`src/fpu_pkg.sv`:
```
// fpu_pkg: shared types and constants of the binary16/binary32 arithmetic unit
`timescale 1ns / 1ps
package fpu_pkg;

   typedef logic signed [11:0] exp_type;

   typedef enum logic [1:0] {
      FUNC_ADD = 2'd0,
      FUNC_SUB = 2'd1,
      FUNC_MUL = 2'd2,
      FUNC_DIV = 2'd3
   } func_type;

   typedef enum logic [1:0] {
      RM_RTZ = 2'd0,
      RM_RNE = 2'd1,
      RM_RUP = 2'd2,
      RM_RDN = 2'd3
   } rmode_type;

   localparam logic CSR_FMT   = 1'b0;
   localparam logic CSR_RMODE = 1'b1;

   localparam logic FMT_HALF   = 1'b0;
   localparam logic FMT_SINGLE = 1'b1;

   localparam logic [1:0] RMODE_RESET = 2'd1;
   localparam logic       FMT_RESET   = 1'b1;

   // radix-2 quotient steps: mantissa bits + 4
   localparam logic [4:0] DIV_STEPS_SINGLE = 5'd27;
   localparam logic [4:0] DIV_STEPS_HALF   = 5'd14;

   localparam int MW = 54;  // working mantissa width, normalized to the top bit

   typedef enum logic [3:0] {
      ST_IDLE,
      ST_DEC,
      ST_ADD,
      ST_MUL,
      ST_PREP,
      ST_DINIT,
      ST_DIV,
      ST_DFIN,
      ST_NORM,
      ST_ALIGN,
      ST_RND,
      ST_DONE
   } state_type;

   typedef struct packed {
      logic cap;
      logic dec;
      logic add;
      logic mul;
      logic prep;
      logic dinit;
      logic dstep;
      logic dfin;
      logic norm;
      logic align;
      logic rnd;
      logic out;
   } cmd_type;

   typedef struct packed {
      logic     special;
      func_type op;
      logic     add_zero;
      logic     prep_done;
      logic     norm_done;
      logic     out_free;
   } status_type;

endpackage

```
`src/fpu_ctrl.sv`:
```
// fpu_ctrl: sequencing state machine of the arithmetic unit
`timescale 1ns / 1ps
module fpu_ctrl (
   input  logic                clock,
   input  logic                reset,
   input  logic                fmt,
   input  logic                req_tvalid,
   output logic                req_tready,
   input  fpu_pkg::status_type status,
   output fpu_pkg::cmd_type    cmd
);

   fpu_pkg::state_type state_ff, state_in;
   logic [4:0] cnt_ff, cnt_in;

   always_ff @(posedge clock) begin
      if (reset) begin
         state_ff <= fpu_pkg::ST_IDLE;
         cnt_ff   <= '0;
      end else begin
         state_ff <= state_in;
         cnt_ff   <= cnt_in;
      end
   end

   always_comb begin
      state_in   = state_ff;
      cnt_in     = cnt_ff;
      cmd        = '0;
      req_tready = 1'b0;
      case (state_ff)
         fpu_pkg::ST_IDLE: begin
            req_tready = 1'b1;
            if (req_tvalid) begin
               cmd.cap  = 1'b1;
               state_in = fpu_pkg::ST_DEC;
            end
         end
         fpu_pkg::ST_DEC: begin
            cmd.dec = 1'b1;
            if (status.special) begin
               state_in = fpu_pkg::ST_DONE;
            end else begin
               case (status.op)
                  fpu_pkg::FUNC_MUL: state_in = fpu_pkg::ST_MUL;
                  fpu_pkg::FUNC_DIV: state_in = fpu_pkg::ST_PREP;
                  default:           state_in = fpu_pkg::ST_ADD;
               endcase
            end
         end
         fpu_pkg::ST_ADD: begin
            cmd.add  = 1'b1;
            state_in = status.add_zero ? fpu_pkg::ST_DONE : fpu_pkg::ST_NORM;
         end
         fpu_pkg::ST_MUL: begin
            cmd.mul  = 1'b1;
            state_in = fpu_pkg::ST_NORM;
         end
         fpu_pkg::ST_PREP: begin
            cmd.prep = 1'b1;
            if (status.prep_done) state_in = fpu_pkg::ST_DINIT;
         end
         fpu_pkg::ST_DINIT: begin
            cmd.dinit = 1'b1;
            cnt_in    = (fmt == fpu_pkg::FMT_SINGLE) ? fpu_pkg::DIV_STEPS_SINGLE - 5'd1
                                                     : fpu_pkg::DIV_STEPS_HALF - 5'd1;
            state_in  = fpu_pkg::ST_DIV;
         end
         fpu_pkg::ST_DIV: begin
            cmd.dstep = 1'b1;
            if (cnt_ff == '0) state_in = fpu_pkg::ST_DFIN;
            else cnt_in = cnt_ff - 5'd1;
         end
         fpu_pkg::ST_DFIN: begin
            cmd.dfin = 1'b1;
            state_in = fpu_pkg::ST_NORM;
         end
         fpu_pkg::ST_NORM: begin
            cmd.norm = 1'b1;
            if (status.norm_done) state_in = fpu_pkg::ST_ALIGN;
         end
         fpu_pkg::ST_ALIGN: begin
            cmd.align = 1'b1;
            state_in  = fpu_pkg::ST_RND;
         end
         fpu_pkg::ST_RND: begin
            cmd.rnd  = 1'b1;
            state_in = fpu_pkg::ST_DONE;
         end
         fpu_pkg::ST_DONE: begin
            if (status.out_free) begin
               cmd.out  = 1'b1;
               state_in = fpu_pkg::ST_IDLE;
            end
         end
         default: state_in = fpu_pkg::ST_IDLE;
      endcase
   end

endmodule

```
`src/fpu_dp.sv`:
```
// fpu_dp: operand decode, add/mul/divide datapath, normalization and rounding
`timescale 1ns / 1ps
module fpu_dp (
   input  logic                clock,
   input  logic                reset,
   input  logic                fmt,
   input  logic [1:0]          round_mode,
   input  logic [63:0]         req_tdata,
   input  logic [1:0]          req_tuser,
   input  fpu_pkg::cmd_type    cmd,
   output fpu_pkg::status_type status,
   output logic                rsp_tvalid,
   input  logic                rsp_tready,
   output logic [31:0]         rsp_tdata
);

   typedef struct packed {
      logic             s;
      logic             zero;
      logic             inf;
      logic             nan;
      logic [23:0]      m;
      fpu_pkg::exp_type q;
   } opnd_type;

   function automatic opnd_type unpack(input logic [31:0] v, input logic f);
      opnd_type         o;
      logic [7:0]       e;
      logic [22:0]      fr;
      logic [7:0]       emax;
      fpu_pkg::exp_type ee;
      if (f == fpu_pkg::FMT_SINGLE) begin
         o.s  = v[31];
         e    = v[30:23];
         fr   = v[22:0];
         emax = 8'hff;
      end else begin
         o.s  = v[15];
         e    = {3'b0, v[14:10]};
         fr   = {13'b0, v[9:0]};
         emax = 8'h1f;
      end
      o.nan  = (e == emax) && (fr != '0);
      o.inf  = (e == emax) && (fr == '0);
      o.zero = (e == '0) && (fr == '0);
      if (f == fpu_pkg::FMT_SINGLE) o.m = {e != '0, fr};
      else o.m = {13'b0, e != '0, fr[9:0]};
      ee  = (e == '0) ? 12'sd1 : fpu_pkg::exp_type'({4'b0, e});
      o.q = (f == fpu_pkg::FMT_SINGLE) ? ee - 12'sd150 : ee - 12'sd25;
      return o;
   endfunction

   logic [31:0] a_ff, b_ff;
   logic [1:0]  func_ff;
   logic [23:0] ma_ff, mb_ff;
   fpu_pkg::exp_type qa_ff, qb_ff, q_ff, lsbe_ff;
   logic        sa_ff, sb_ff, s_ff;
   logic [fpu_pkg::MW-1:0] m_ff;
   logic        sticky_ff, rbit_ff;
   logic [25:0] rem_ff;
   logic [26:0] quo_ff;
   logic [24:0] kept_ff;
   logic [31:0] res_ff;
   logic        rsp_valid_ff;
   logic [31:0] rsp_data_ff;

   // format dependent values
   logic [31:0]      sbit, nan_val;
   fpu_pkg::exp_type mbits, bias_v, emax_v;
   always_comb begin
      if (fmt == fpu_pkg::FMT_SINGLE) begin
         sbit    = 32'h8000_0000;
         nan_val = 32'hff80_0001;
         mbits   = 12'sd23;
         bias_v  = 12'sd127;
         emax_v  = 12'sd255;
      end else begin
         sbit    = 32'h0000_8000;
         nan_val = 32'h0000_fc01;
         mbits   = 12'sd10;
         bias_v  = 12'sd15;
         emax_v  = 12'sd31;
      end
   end

   function automatic logic [31:0] inf_of(input logic s, input logic f);
      logic [31:0] r;
      if (f == fpu_pkg::FMT_SINGLE) r = {s, 8'hff, 23'b0};
      else r = {16'b0, s, 5'h1f, 10'b0};
      return r;
   endfunction

   // decode and special cases
   opnd_type    da, db;
   logic [31:0] av, bv, spec_val;
   logic        spec;
   always_comb begin
      av = (fmt == fpu_pkg::FMT_SINGLE) ? a_ff : {16'b0, a_ff[15:0]};
      bv = (fmt == fpu_pkg::FMT_SINGLE) ? b_ff : {16'b0, b_ff[15:0]};
      da = unpack(av, fmt);
      db = unpack(bv, fmt);
      spec     = 1'b1;
      spec_val = nan_val;
      if (da.nan || db.nan) begin
         spec_val = nan_val;
      end else begin
         case (func_ff)
            fpu_pkg::FUNC_ADD, fpu_pkg::FUNC_SUB: begin
               if (func_ff == fpu_pkg::FUNC_SUB) begin
                  bv   = bv ^ sbit;
                  db.s = ~db.s;
               end
               if (da.inf && db.inf && (da.s != db.s)) spec_val = nan_val;
               else if (da.inf) spec_val = av;
               else if (db.inf) spec_val = bv;
               else if (da.zero && db.zero) spec_val = (da.s & db.s) ? sbit : '0;
               else if (da.zero) spec_val = bv;
               else if (db.zero) spec_val = av;
               else spec = 1'b0;
            end
            fpu_pkg::FUNC_MUL: begin
               if ((da.zero && db.inf) || (db.zero && da.inf)) spec_val = nan_val;
               else if (da.inf || db.inf) spec_val = inf_of(da.s ^ db.s, fmt);
               else if (da.zero || db.zero) spec_val = (da.s ^ db.s) ? sbit : '0;
               else spec = 1'b0;
            end
            default: begin
               if ((da.inf && db.inf) || (da.zero && db.zero)) spec_val = nan_val;
               else if (db.inf || da.zero) spec_val = (da.s ^ db.s) ? sbit : '0;
               else if (db.zero || da.inf) spec_val = inf_of(da.s ^ db.s, fmt);
               else spec = 1'b0;
            end
         endcase
      end
   end

   // alignment add, larger magnitude first
   logic        swap;
   logic [23:0] mbig, msml;
   fpu_pkg::exp_type qbig, qsml, dd;
   logic [fpu_pkg::MW-1:0] xs, ys, sum;
   always_comb begin
      swap = (qa_ff < qb_ff) || ((qa_ff == qb_ff) && (ma_ff < mb_ff));
      mbig = swap ? mb_ff : ma_ff;
      msml = swap ? ma_ff : mb_ff;
      qbig = swap ? qb_ff : qa_ff;
      qsml = swap ? qa_ff : qb_ff;
      dd   = qbig - qsml;
      if (dd > mbits + 12'sd4) begin
         // far smaller operand only contributes a sticky one
         dd   = mbits + 12'sd5;
         msml = 24'd1;
         qsml = qbig - dd;
      end
      xs  = (fpu_pkg::MW)'(mbig) << dd[4:0];
      ys  = (fpu_pkg::MW)'(msml);
      sum = ((swap ? sb_ff : sa_ff) == (swap ? sa_ff : sb_ff)) ? xs + ys : xs - ys;
   end

   logic [47:0] prod;
   assign prod = ma_ff * mb_ff;

   // restoring division step
   logic [26:0] ddiff;
   logic        dge;
   logic [25:0] nrem;
   always_comb begin
      ddiff = {1'b0, rem_ff} - {3'b0, mb_ff};
      dge   = ~ddiff[26];
      nrem  = dge ? ddiff[25:0] : rem_ff;
   end

   // right alignment to the result grid with guard and sticky
   fpu_pkg::exp_type e_v, emin_v, lsbe_v, sh_v;
   logic [5:0]  shc;
   logic [63:0] m64, kept64, lmask;
   always_comb begin
      e_v    = q_ff + fpu_pkg::exp_type'(fpu_pkg::MW - 1);
      emin_v = 12'sd1 - bias_v;
      lsbe_v = ((e_v > emin_v) ? e_v : emin_v) - mbits;
      sh_v   = lsbe_v - q_ff;
      shc    = (sh_v > 12'sd63) ? 6'd63 : sh_v[5:0];
      m64    = 64'(m_ff);
      kept64 = m64 >> shc;
      lmask  = (64'd1 << (shc - 6'd1)) - 64'd1;
   end

   // rounding and packing
   logic        inc, ovb, nrm;
   logic [24:0] k2, k3;
   fpu_pkg::exp_type lsbe2, field;
   logic [31:0] rnd_val;
   always_comb begin
      case (round_mode)
         fpu_pkg::RM_RNE: inc = rbit_ff && (sticky_ff || kept_ff[0]);
         fpu_pkg::RM_RUP: inc = !s_ff && (rbit_ff || sticky_ff);
         fpu_pkg::RM_RDN: inc = s_ff && (rbit_ff || sticky_ff);
         default:         inc = 1'b0;
      endcase
      k2    = kept_ff + {24'b0, inc};
      ovb   = (fmt == fpu_pkg::FMT_SINGLE) ? k2[24] : k2[11];
      k3    = ovb ? (k2 >> 1) : k2;
      lsbe2 = lsbe_ff + (ovb ? 12'sd1 : 12'sd0);
      nrm   = (fmt == fpu_pkg::FMT_SINGLE) ? k3[23] : k3[10];
      field = nrm ? lsbe2 + mbits + bias_v : 12'sd0;
      if (k3 == '0) begin
         rnd_val = s_ff ? sbit : '0;
      end else if (field >= emax_v) begin
         if ((round_mode == fpu_pkg::RM_RNE) || (round_mode == fpu_pkg::RM_RUP && !s_ff)
             || (round_mode == fpu_pkg::RM_RDN && s_ff))
            rnd_val = inf_of(s_ff, fmt);
         else
            rnd_val = inf_of(s_ff, fmt) - 32'd1;
      end else if (fmt == fpu_pkg::FMT_SINGLE) begin
         rnd_val = {s_ff, field[7:0], k3[22:0]};
      end else begin
         rnd_val = {16'b0, s_ff, field[4:0], k3[9:0]};
      end
   end

   always_ff @(posedge clock) begin
      if (cmd.cap) begin
         a_ff    <= req_tdata[31:0];
         b_ff    <= req_tdata[63:32];
         func_ff <= req_tuser;
      end
      if (cmd.dec) begin
         res_ff <= spec_val;
         ma_ff  <= da.m;
         mb_ff  <= db.m;
         qa_ff  <= da.q;
         qb_ff  <= db.q;
         sa_ff  <= da.s;
         sb_ff  <= db.s;
         s_ff   <= da.s ^ db.s;
      end
      if (cmd.add) begin
         m_ff      <= sum;
         q_ff      <= qsml;
         s_ff      <= swap ? sb_ff : sa_ff;
         sticky_ff <= 1'b0;
         res_ff    <= '0;
      end
      if (cmd.mul) begin
         m_ff      <= (fpu_pkg::MW)'(prod);
         q_ff      <= qa_ff + qb_ff;
         sticky_ff <= 1'b0;
      end
      if (cmd.prep) begin
         if (!ma_ff[23]) begin
            ma_ff <= ma_ff << 1;
            qa_ff <= qa_ff - 12'sd1;
         end
         if (!mb_ff[23]) begin
            mb_ff <= mb_ff << 1;
            qb_ff <= qb_ff - 12'sd1;
         end
      end
      if (cmd.dinit) begin
         rem_ff <= {2'b0, ma_ff};
         quo_ff <= '0;
      end
      if (cmd.dstep) begin
         quo_ff    <= {quo_ff[25:0], dge};
         rem_ff    <= {nrem[24:0], 1'b0};
         sticky_ff <= nrem != '0;
      end
      if (cmd.dfin) begin
         m_ff <= (fpu_pkg::MW)'(quo_ff);
         q_ff <= qa_ff - qb_ff - mbits - 12'sd3;
      end
      if (cmd.norm && !m_ff[fpu_pkg::MW-1]) begin
         if (m_ff[fpu_pkg::MW-1 -: 8] == '0) begin
            m_ff <= m_ff << 8;
            q_ff <= q_ff - 12'sd8;
         end else begin
            m_ff <= m_ff << 1;
            q_ff <= q_ff - 12'sd1;
         end
      end
      if (cmd.align) begin
         kept_ff   <= kept64[24:0];
         rbit_ff   <= m64[shc - 6'd1];
         sticky_ff <= sticky_ff | ((m64 & lmask) != '0);
         lsbe_ff   <= lsbe_v;
      end
      if (cmd.rnd) res_ff <= rnd_val;
      if (cmd.out) rsp_data_ff <= res_ff;
   end

   always_ff @(posedge clock) begin
      if (reset) rsp_valid_ff <= 1'b0;
      else if (cmd.out) rsp_valid_ff <= 1'b1;
      else if (rsp_tready) rsp_valid_ff <= 1'b0;
   end

   always_comb begin
      status.special   = spec;
      status.op        = fpu_pkg::func_type'(func_ff);
      status.add_zero  = sum == '0;
      status.prep_done = ma_ff[23] && mb_ff[23];
      status.norm_done = m_ff[fpu_pkg::MW-1];
      status.out_free  = !rsp_valid_ff || rsp_tready;
   end

   assign rsp_tvalid = rsp_valid_ff;
   assign rsp_tdata  = rsp_data_ff;

endmodule

```
`src/fp_add_sub_mul_div_unit_core.sv`:
```
// fp_add_sub_mul_div_unit_core: top level of the binary16/binary32 arithmetic unit
`timescale 1ns / 1ps
// Works on one item at a time. Special operands (NaN, infinity, zero) and an
// exact cancellation go straight to the result. Add, subtract and multiply
// normalize, which shifts the result up to the top of a 54-bit register
// eight bits per cycle while its top byte is clear and one bit per cycle after
// that. Divide first shifts both mantissas up to bit 23 one bit per cycle, then
// runs 27 (binary32) or 14 (binary16) radix-2 restoring quotient steps and
// normalizes. A stalled rsp_tready holds the result and the unit; a new item is
// taken in the idle state entered after the previous result is loaded into the
// output register.
module fp_add_sub_mul_div_unit_core (
   input  logic        clock,
   input  logic        reset,
   input  logic        req_tvalid,
   output logic        req_tready,
   input  logic [63:0] req_tdata,   // operand_a [31:0], operand_b [63:32]
   input  logic [1:0]  req_tuser,   // func [1:0]
   output logic        rsp_tvalid,
   input  logic        rsp_tready,
   output logic [31:0] rsp_tdata,   // result_bits [31:0]
   input  logic        csr_we,
   input  logic        csr_addr,
   input  logic [1:0]  csr_wdata
);

   logic                fmt_ff;
   logic [1:0]          rmode_ff;
   fpu_pkg::cmd_type    cmd;
   fpu_pkg::status_type status;

   always_ff @(posedge clock) begin
      if (reset) begin
         fmt_ff   <= fpu_pkg::FMT_RESET;
         rmode_ff <= fpu_pkg::RMODE_RESET;
      end else if (csr_we) begin
         if (csr_addr == fpu_pkg::CSR_FMT) fmt_ff <= csr_wdata[0];
         else rmode_ff <= csr_wdata;
      end
   end

   fpu_ctrl u_ctrl (
      .clock      (clock),
      .reset      (reset),
      .fmt        (fmt_ff),
      .req_tvalid (req_tvalid),
      .req_tready (req_tready),
      .status     (status),
      .cmd        (cmd)
   );

   fpu_dp u_dp (
      .clock      (clock),
      .reset      (reset),
      .fmt        (fmt_ff),
      .round_mode (rmode_ff),
      .req_tdata  (req_tdata),
      .req_tuser  (req_tuser),
      .cmd        (cmd),
      .status     (status),
      .rsp_tvalid (rsp_tvalid),
      .rsp_tready (rsp_tready),
      .rsp_tdata  (rsp_tdata)
   );

`ifndef ASSERT_OFF
   a_busy_after_accept: assert property (@(posedge clock) disable iff (reset)
      req_tvalid && req_tready |=> !req_tready)
      else $error("input taken again right after accept");

   a_half_upper_zero: assert property (@(posedge clock) disable iff (reset)
      rsp_tvalid && (fmt_ff == fpu_pkg::FMT_HALF) |-> rsp_tdata[31:16] == '0)
      else $error("binary16 result has upper bits set");

   a_result_needs_item: assert property (@(posedge clock) disable iff (reset)
      $rose(rsp_tvalid) |-> !req_tready || $past(cmd.out))
      else $error("result without work");
`endif

endmodule

```
`config.mk`:
```
export PLATFORM = sky130hd
export DESIGN_NAME = fp_add_sub_mul_div_unit_core
export DESIGN_NICKNAME = d
export VERILOG_FILES = /design/src/fpu_pkg.sv /design/src/fpu_ctrl.sv /design/src/fpu_dp.sv /design/src/fp_add_sub_mul_div_unit_core.sv
export SDC_FILE = /design/constraint.sdc
export NUM_CORES = 2
export LEC_CHECK = 0
export BUFFER_PORTS_ARGS = -buffer_cell sky130_fd_sc_hd__buf_2
export CORE_MARGIN = 2
export CORE_UTILIZATION = 35
export CTS_CLUSTER_DIAMETER = 80
export DETAILED_ROUTE_END_ITERATION = 6
export PLACE_DENSITY = 0.58
export SYNTH_ARGS = -nofsm -noshare
export SYNTH_HDL_FRONTEND = slang
export SYNTH_HIERARCHICAL = 1
export SYNTH_SLANG_ARGS = --single-unit
export TNS_END_PERCENT = 50
```
`constraint.sdc`:
```
create_clock -name clock -period 15.15 [get_ports clock]
set_input_delay 0 -clock clock [delete_from_list [all_inputs] [get_ports clock]]
set_output_delay 0 -clock clock [all_outputs]
set_load 0.03 [all_outputs]
```
# Word-level counts from Yosys, hierarchy flattened
# Cells that the tools add are included.
[classes] n_reduce_logical=64 shift=3 eq_ne=28 n_bitwise=9 add_sub_neg=31 mux=151 n_mul=1 order_cmp=7
[op_table] cell="32-bit 2-to-1 mux" count=33
[op_table] cell="54-bit 2-to-1 mux" count=6
[op_table] cell="24-bit 2-to-1 mux" count=11
[op_table] cell="12-bit 2-to-1 mux" count=18
[op_table] cell="26-bit 2-to-1 mux" count=3
[op_table] cell="12-bit subtractor" count=6
[op_table] cell="54-bit by 64-bit bitwise AND with 64-bit output" count=1
[op_table] cell="32-bit case mux with 2 select lines" count=1
[op_table] cell="64-bit nonzero test" count=1
[op_table] cell="1-bit by 6-bit left shift with 64-bit output (first input constant)" count=1
[op_table] cell="64-bit by 1-bit subtractor with 64-bit output (second input constant)" count=1
[op_table] cell="54-bit by 24-bit adder with 54-bit output" count=1
[op_table] cell="54-bit zero test" count=1
[op_table] cell="27-bit 2-to-1 mux" count=2
[op_table] cell="24-bit by 5-bit left shift with 54-bit output" count=1
[op_table] cell="54-bit by 6-bit right shift with 25-bit output" count=1
[op_table] cell="54-bit by 24-bit subtractor with 54-bit output" count=1
[op_table] cell="1-bit 2-to-1 mux" count=49
[op_table] cell="12-bit adder" count=4
[op_table] cell="24-bit by 24-bit multiplier with 48-bit output" count=1
[op_table] cell="8-bit 2-to-1 mux" count=6
[op_table] cell="23-bit zero test" count=2
[op_table] cell="23-bit 2-to-1 mux" count=2
[op_table] cell="23-bit nonzero test" count=2
[op_table] cell="other kinds (65)" count=139
[totals] reg_bits=376

# Depth between registers and ports, before layout
[depth] ltp_word=18 mapped_depth=62 mapped_depth_nobuf=56

# Modules after synthesis
# Netlist, hierarchy kept.
[by_module_without_submodules] module="fpu_dp" area_each_um2=55532.0 instances=1 cells_each=6740 seq_area_each_um2=10189.8
[by_module_without_submodules] module="fpu_ctrl" area_each_um2=679.4 instances=1 cells_each=90 seq_area_each_um2=180.2
[by_module_without_submodules] module="fp_add_sub_mul_div_unit_core" area_each_um2=117.6 instances=1 cells_each=12 seq_area_each_um2=60.1

# Worst setup path after synthesis
# OpenSTA, ideal clock, no wires.
[synth_timing] kind="reg-to-reg" start="register u_dp.qa_ff[7]" end="register u_ctrl.state_ff[0]" stages_incl_launch_ff=61 setup_ns=0.058 required_time_ns=15.092 t_arrival_ns=12.220 path_slack_ns=2.872 n_path_buf=12 synth_period_minus_slack_ns=12.278 cell_sequence="dfxtp_1 > clkbuf_1 > inv_1 > ha_1 > buf_6 > a211oi_2 > nor3_1 > o311a_1 > or3_1 > buf_2 > nand2_1 > buf_2 > buf_1 > buf_1 > buf_1 > clkbuf_1 > buf_1 > nand2_1 > (+25 left out) > a2111oi_0 > a21boi_0 > o221ai_1 > a31o_2 > o21a_1 > a21oi_1 > o21ai_0 > o21a_1 > or2_2 > a21oi_1 > xnor2_1 > or3_1 > nor3_1 > nand4_1 > nor3b_1 > o31ai_1 > a21oi_1 > a21o_1"
[synth_rtl] item="from (decl)" line="fpu_dp.sv:56" rtl="fpu_pkg::exp_type qa_ff, qb_ff, q_ff, lsbe_ff;"
[synth_rtl] item="from (signal assigned)" line="fpu_dp.sv:231" rtl="qa_ff <= da.q;"
[synth_rtl] item="from (signal assigned)" line="fpu_dp.sv:252" rtl="qa_ff <= qa_ff - 12'sd1;"
[synth_rtl] item="to (signal assigned)" line="fpu_ctrl.sv:18" rtl="state_ff <= fpu_pkg::ST_IDLE;"
[synth_rtl] item="to (signal assigned)" line="fpu_ctrl.sv:21" rtl="state_ff <= state_in;"
[synth_rtl] item="to (decl)" line="fpu_ctrl.sv:13" rtl="fpu_pkg::state_type state_ff, state_in;"

==> impl_metrics.tcl <==
set metrics [dict create \
    path_clk_slew_ps 70 \
    cts_max_path_buffers 3 \
    drv_slew 0 \
    ys_ff_latch 376 \
    antenna_found_initial 7 \
    cts_buffers 44 \
    avgSynthCellArea_sq_um 8.233 \
    clk-insertion-delay-late_ps 620 \
    fin_crit_sh 0.9086 \
    wl_per_cell_um 24.61 \
    via_per_inst 5.843 \
    root_buffer "clkbuf_16" \
    crit_path_end_kind "flop" \
    rows 147 \
    crit_path_max_incr_delay_ps 1040 \
    io_pins 108 \
    clock_sinks 376 \
    grt_max_degree 88 \
    rsz0062_at_grt "no" \
    netlist_instances 6842 \
    place_area_sq_um 58920 \
    wl_met2_um 101100 \
    yosys_warnings 6 \
    start_util 0.3516 \
    critPathKind "flop to flop" \
    synth_edf_count 290 \
    syn_nets 7830 \
    hold_viol 0 \
    ys_types 118 \
    finClkSkew_ps 46.06 \
    vias 52425 \
    grt_pass1_vias 51416 \
    globalRouteOverflowTotal 0 \
    dr.pass1.iters 7 \
    drt_iter0_drc 5241 \
    grt_pass1_wl_um 332000 \
    place.port_buffers 107 \
    yosysTopAreaCell "fa_1" \
    syn_to_final_growth_pct 8.918 \
    wl_met1_um 91090 \
    fp.dieW_um 405.2 \
    yosysSeqAreaShare 0.1852 \
    grt_usage 0.2646 \
    coreArea_sq_um 160200 \
    critical_path_required_ps 15700 \
    holdWs_ps 55.11 \
    cp_max_fo 25 \
    htreeDepth 2 \
    synth-async-reset-ratio 0 \
    status "complete, no violations" \
    place_ws_ps 1964 \
    dr.max_layer_used "met5" \
    timing.final.ws_setup_ps 1384 \
    fmax_ghz 0.07264 \
    antenna_left 0 \
    synth_top_area_share 0.1756 \
    cts_tree "done" \
    hp-class "primary input to flop" \
    wirelength_um 220900 \
    setup_violations 0 \
    min_period_ps 13770 \
    synthFlopType "edfxtp_1" \
    slowest_stage "a21oi_2" \
    max-cap-violations 0 \
    crit_arrival_ps 14320 \
    tns_ps 0 \
    synth.area.top_cells "fa_1, edfxtp_1, ha_1, nand2_1, inv_1" \
    cts_setup_buffers 0 \
    drc_errors 0 \
    dr_wl_met3_um 17640 \
    hpwlAfterDp_um 168300 \
    design_area_sq_um 61350 \
    crit_path_start_kind "flop" \
    final_nets 7761 \
    die-height_um 405.2 \
    die-area_sq_um 164200 \
    gp_congestion 1.017 \
    max_slew.worst_pin.slew_ps 1370 \
    drive_gt1_frac 0.06638 \
    maxSlewHeadroom 0.08647 \
    reg2reg_slack_ps 1380 \
    syn_area_sq_um 56330 \
]
-- placed cells by master, fill, tap and decap left out, types with 35 or more instances in the layout --
cell,count
a211oi_1,98
a21o_1,95
a21oi_1,421
a221oi_1,37
a22oi_1,57
a31oi_1,81
and2_1,231
and3_1,52
buf_2,107
buf_4,125
clkbuf_16,45
dfxtp_1,85
dlygate4sd3_1,77
edfxtp_1,290
fa_1,494
ha_1,420
inv_1,689
mux2i_1,242
nand2_1,942
nand2b_1,42
nand3_1,166
nand4_1,43
nor2_1,459
nor2b_1,38
nor3_1,114
nor4_1,38
o211ai_1,66
o21a_1,35
o21ai_0,313
o21bai_1,36
o22ai_1,90
xnor2_1,148
xor2_1,69
-- logic make-up (layout without fill, tap and decap cells) --
family,Yosys count,count (layout),synth area share
AND/OR/NAND/NOR,2281,2281,0.1882
AO/OA/AOI/OAI,1658,1658,0.1941
buffers and inverters,1121,1088,0.07719
adder cells (fa/ha/maj),914,914,0.2689
flip-flops,376,376,0.1852
multiplexers,271,271,0.05162
XOR/XNOR,221,221,0.03485
other,0,4,0
-- stage by stage --
| stage | util | instances |
|---|---|---|
| 2_1_floorplan | - | 6842 |
| 3_3_place_gp | 0.3678 | 8810 |
| 3_5_place_dp | 0.3678 | 8810 |
| 4_1_cts | 0.3829 | 8969 |
| 5_1_grt | 0.3829 | 8969 |
| 6_report | 0.3830 | 8973 |
-- worst paths after layout --
path	from	to	depth (start not counted)
max	u_dp/qb_ff[2]	u_ctrl/state_ff[0]	49
min	rsp_tready	u_ctrl/state_ff[0]	4
max reg2reg	u_dp/qb_ff[2]	u_ctrl/state_ff[0]	49
min reg2reg	u_dp/res_ff[4]	u_dp/rsp_tdata[4]	0
-- worst max-delay path, delay by kind of cell, from the launching register on --
kind	cells	cell delay, ps
and+or+nand+nor	25	5390
adders and majority gates	4	1360
buffers and inverters	2	360
DFF	1	510
AOI/OAI and AO/OA	16	5510
xor gates and xnor gates	2	530
-- timing repair --
action                                 in CTS  in global routing
endpoints found under the hold margin      79                  0
hold buffers                               77                  0
resized for setup                           0                  0
-- cells in the mapped netlist (29+ instances only) --
cell type	instances
and2_1	232
edfxtp_1	290
nand2_1	946
nand3_1	166
buf_1	40
a22oi_1	57
buf_2	29
ha_1	420
nor2_1	467
inv_1	689
fa_1	494
a221oi_1	37
o21a_1	36
clkbuf_1	336
o22ai_1	90
o31ai_1	34
nor4_1	38
nand2b_1	43
or3_1	33
mux2i_1	244
o221ai_1	29
xnor2_1	149
nor3_1	116
a21oi_1	422
dfxtp_1	86
a31oi_1	81
and3_1	52
a21o_1	95
nand4_1	43
o21ai_0	313
a211oi_1	98
o21bai_1	36
o211ai_1	66
xor2_1	70
nor2b_1	41
-- routing by layer --
layer / vias up / global-route usage
met5: - / 0
met4: 2 / 0.1103
met3: 464 / 0.04009
met2: 2451 / 0.4336
met1: 25828 / 0.3472
li1: 23680 / -
-- layout make-up --
cell class | instances | area, sq um
Fill cell | 16386 | 98850
Multi-Input combinational cell | 5345 | 41700
Sequential cell | 376 | 10430
Tap cell | 2160 | 2703
Inverter | 697 | 2616
Timing Repair Buffer | 309 | 2245
Clock buffer | 51 | 1159
Clock inverter | 31 | 490.5
Antenna cell | 4 | 10.01
-- registers in the layout, indices dropped and copies added, names as in the netlist, 4 cells and up --
signal and cells:
u_ctrl/cnt_ff 5, u_ctrl/state_ff 4, u_dp/a_ff 32, u_dp/b_ff 32, u_dp/kept_ff 25, u_dp/lsbe_ff 12, u_dp/m_ff 54, u_dp/ma_ff 24
u_dp/mb_ff 24, u_dp/q_ff 12, u_dp/qa_ff 12, u_dp/qb_ff 12, u_dp/quo_ff 27, u_dp/rem_ff 26, u_dp/res_ff 32, u_dp/rsp_tdata 32
Power is not shown: default switching activity piles up to over one toggle a cycle in this logic, so the estimate is an artifact.
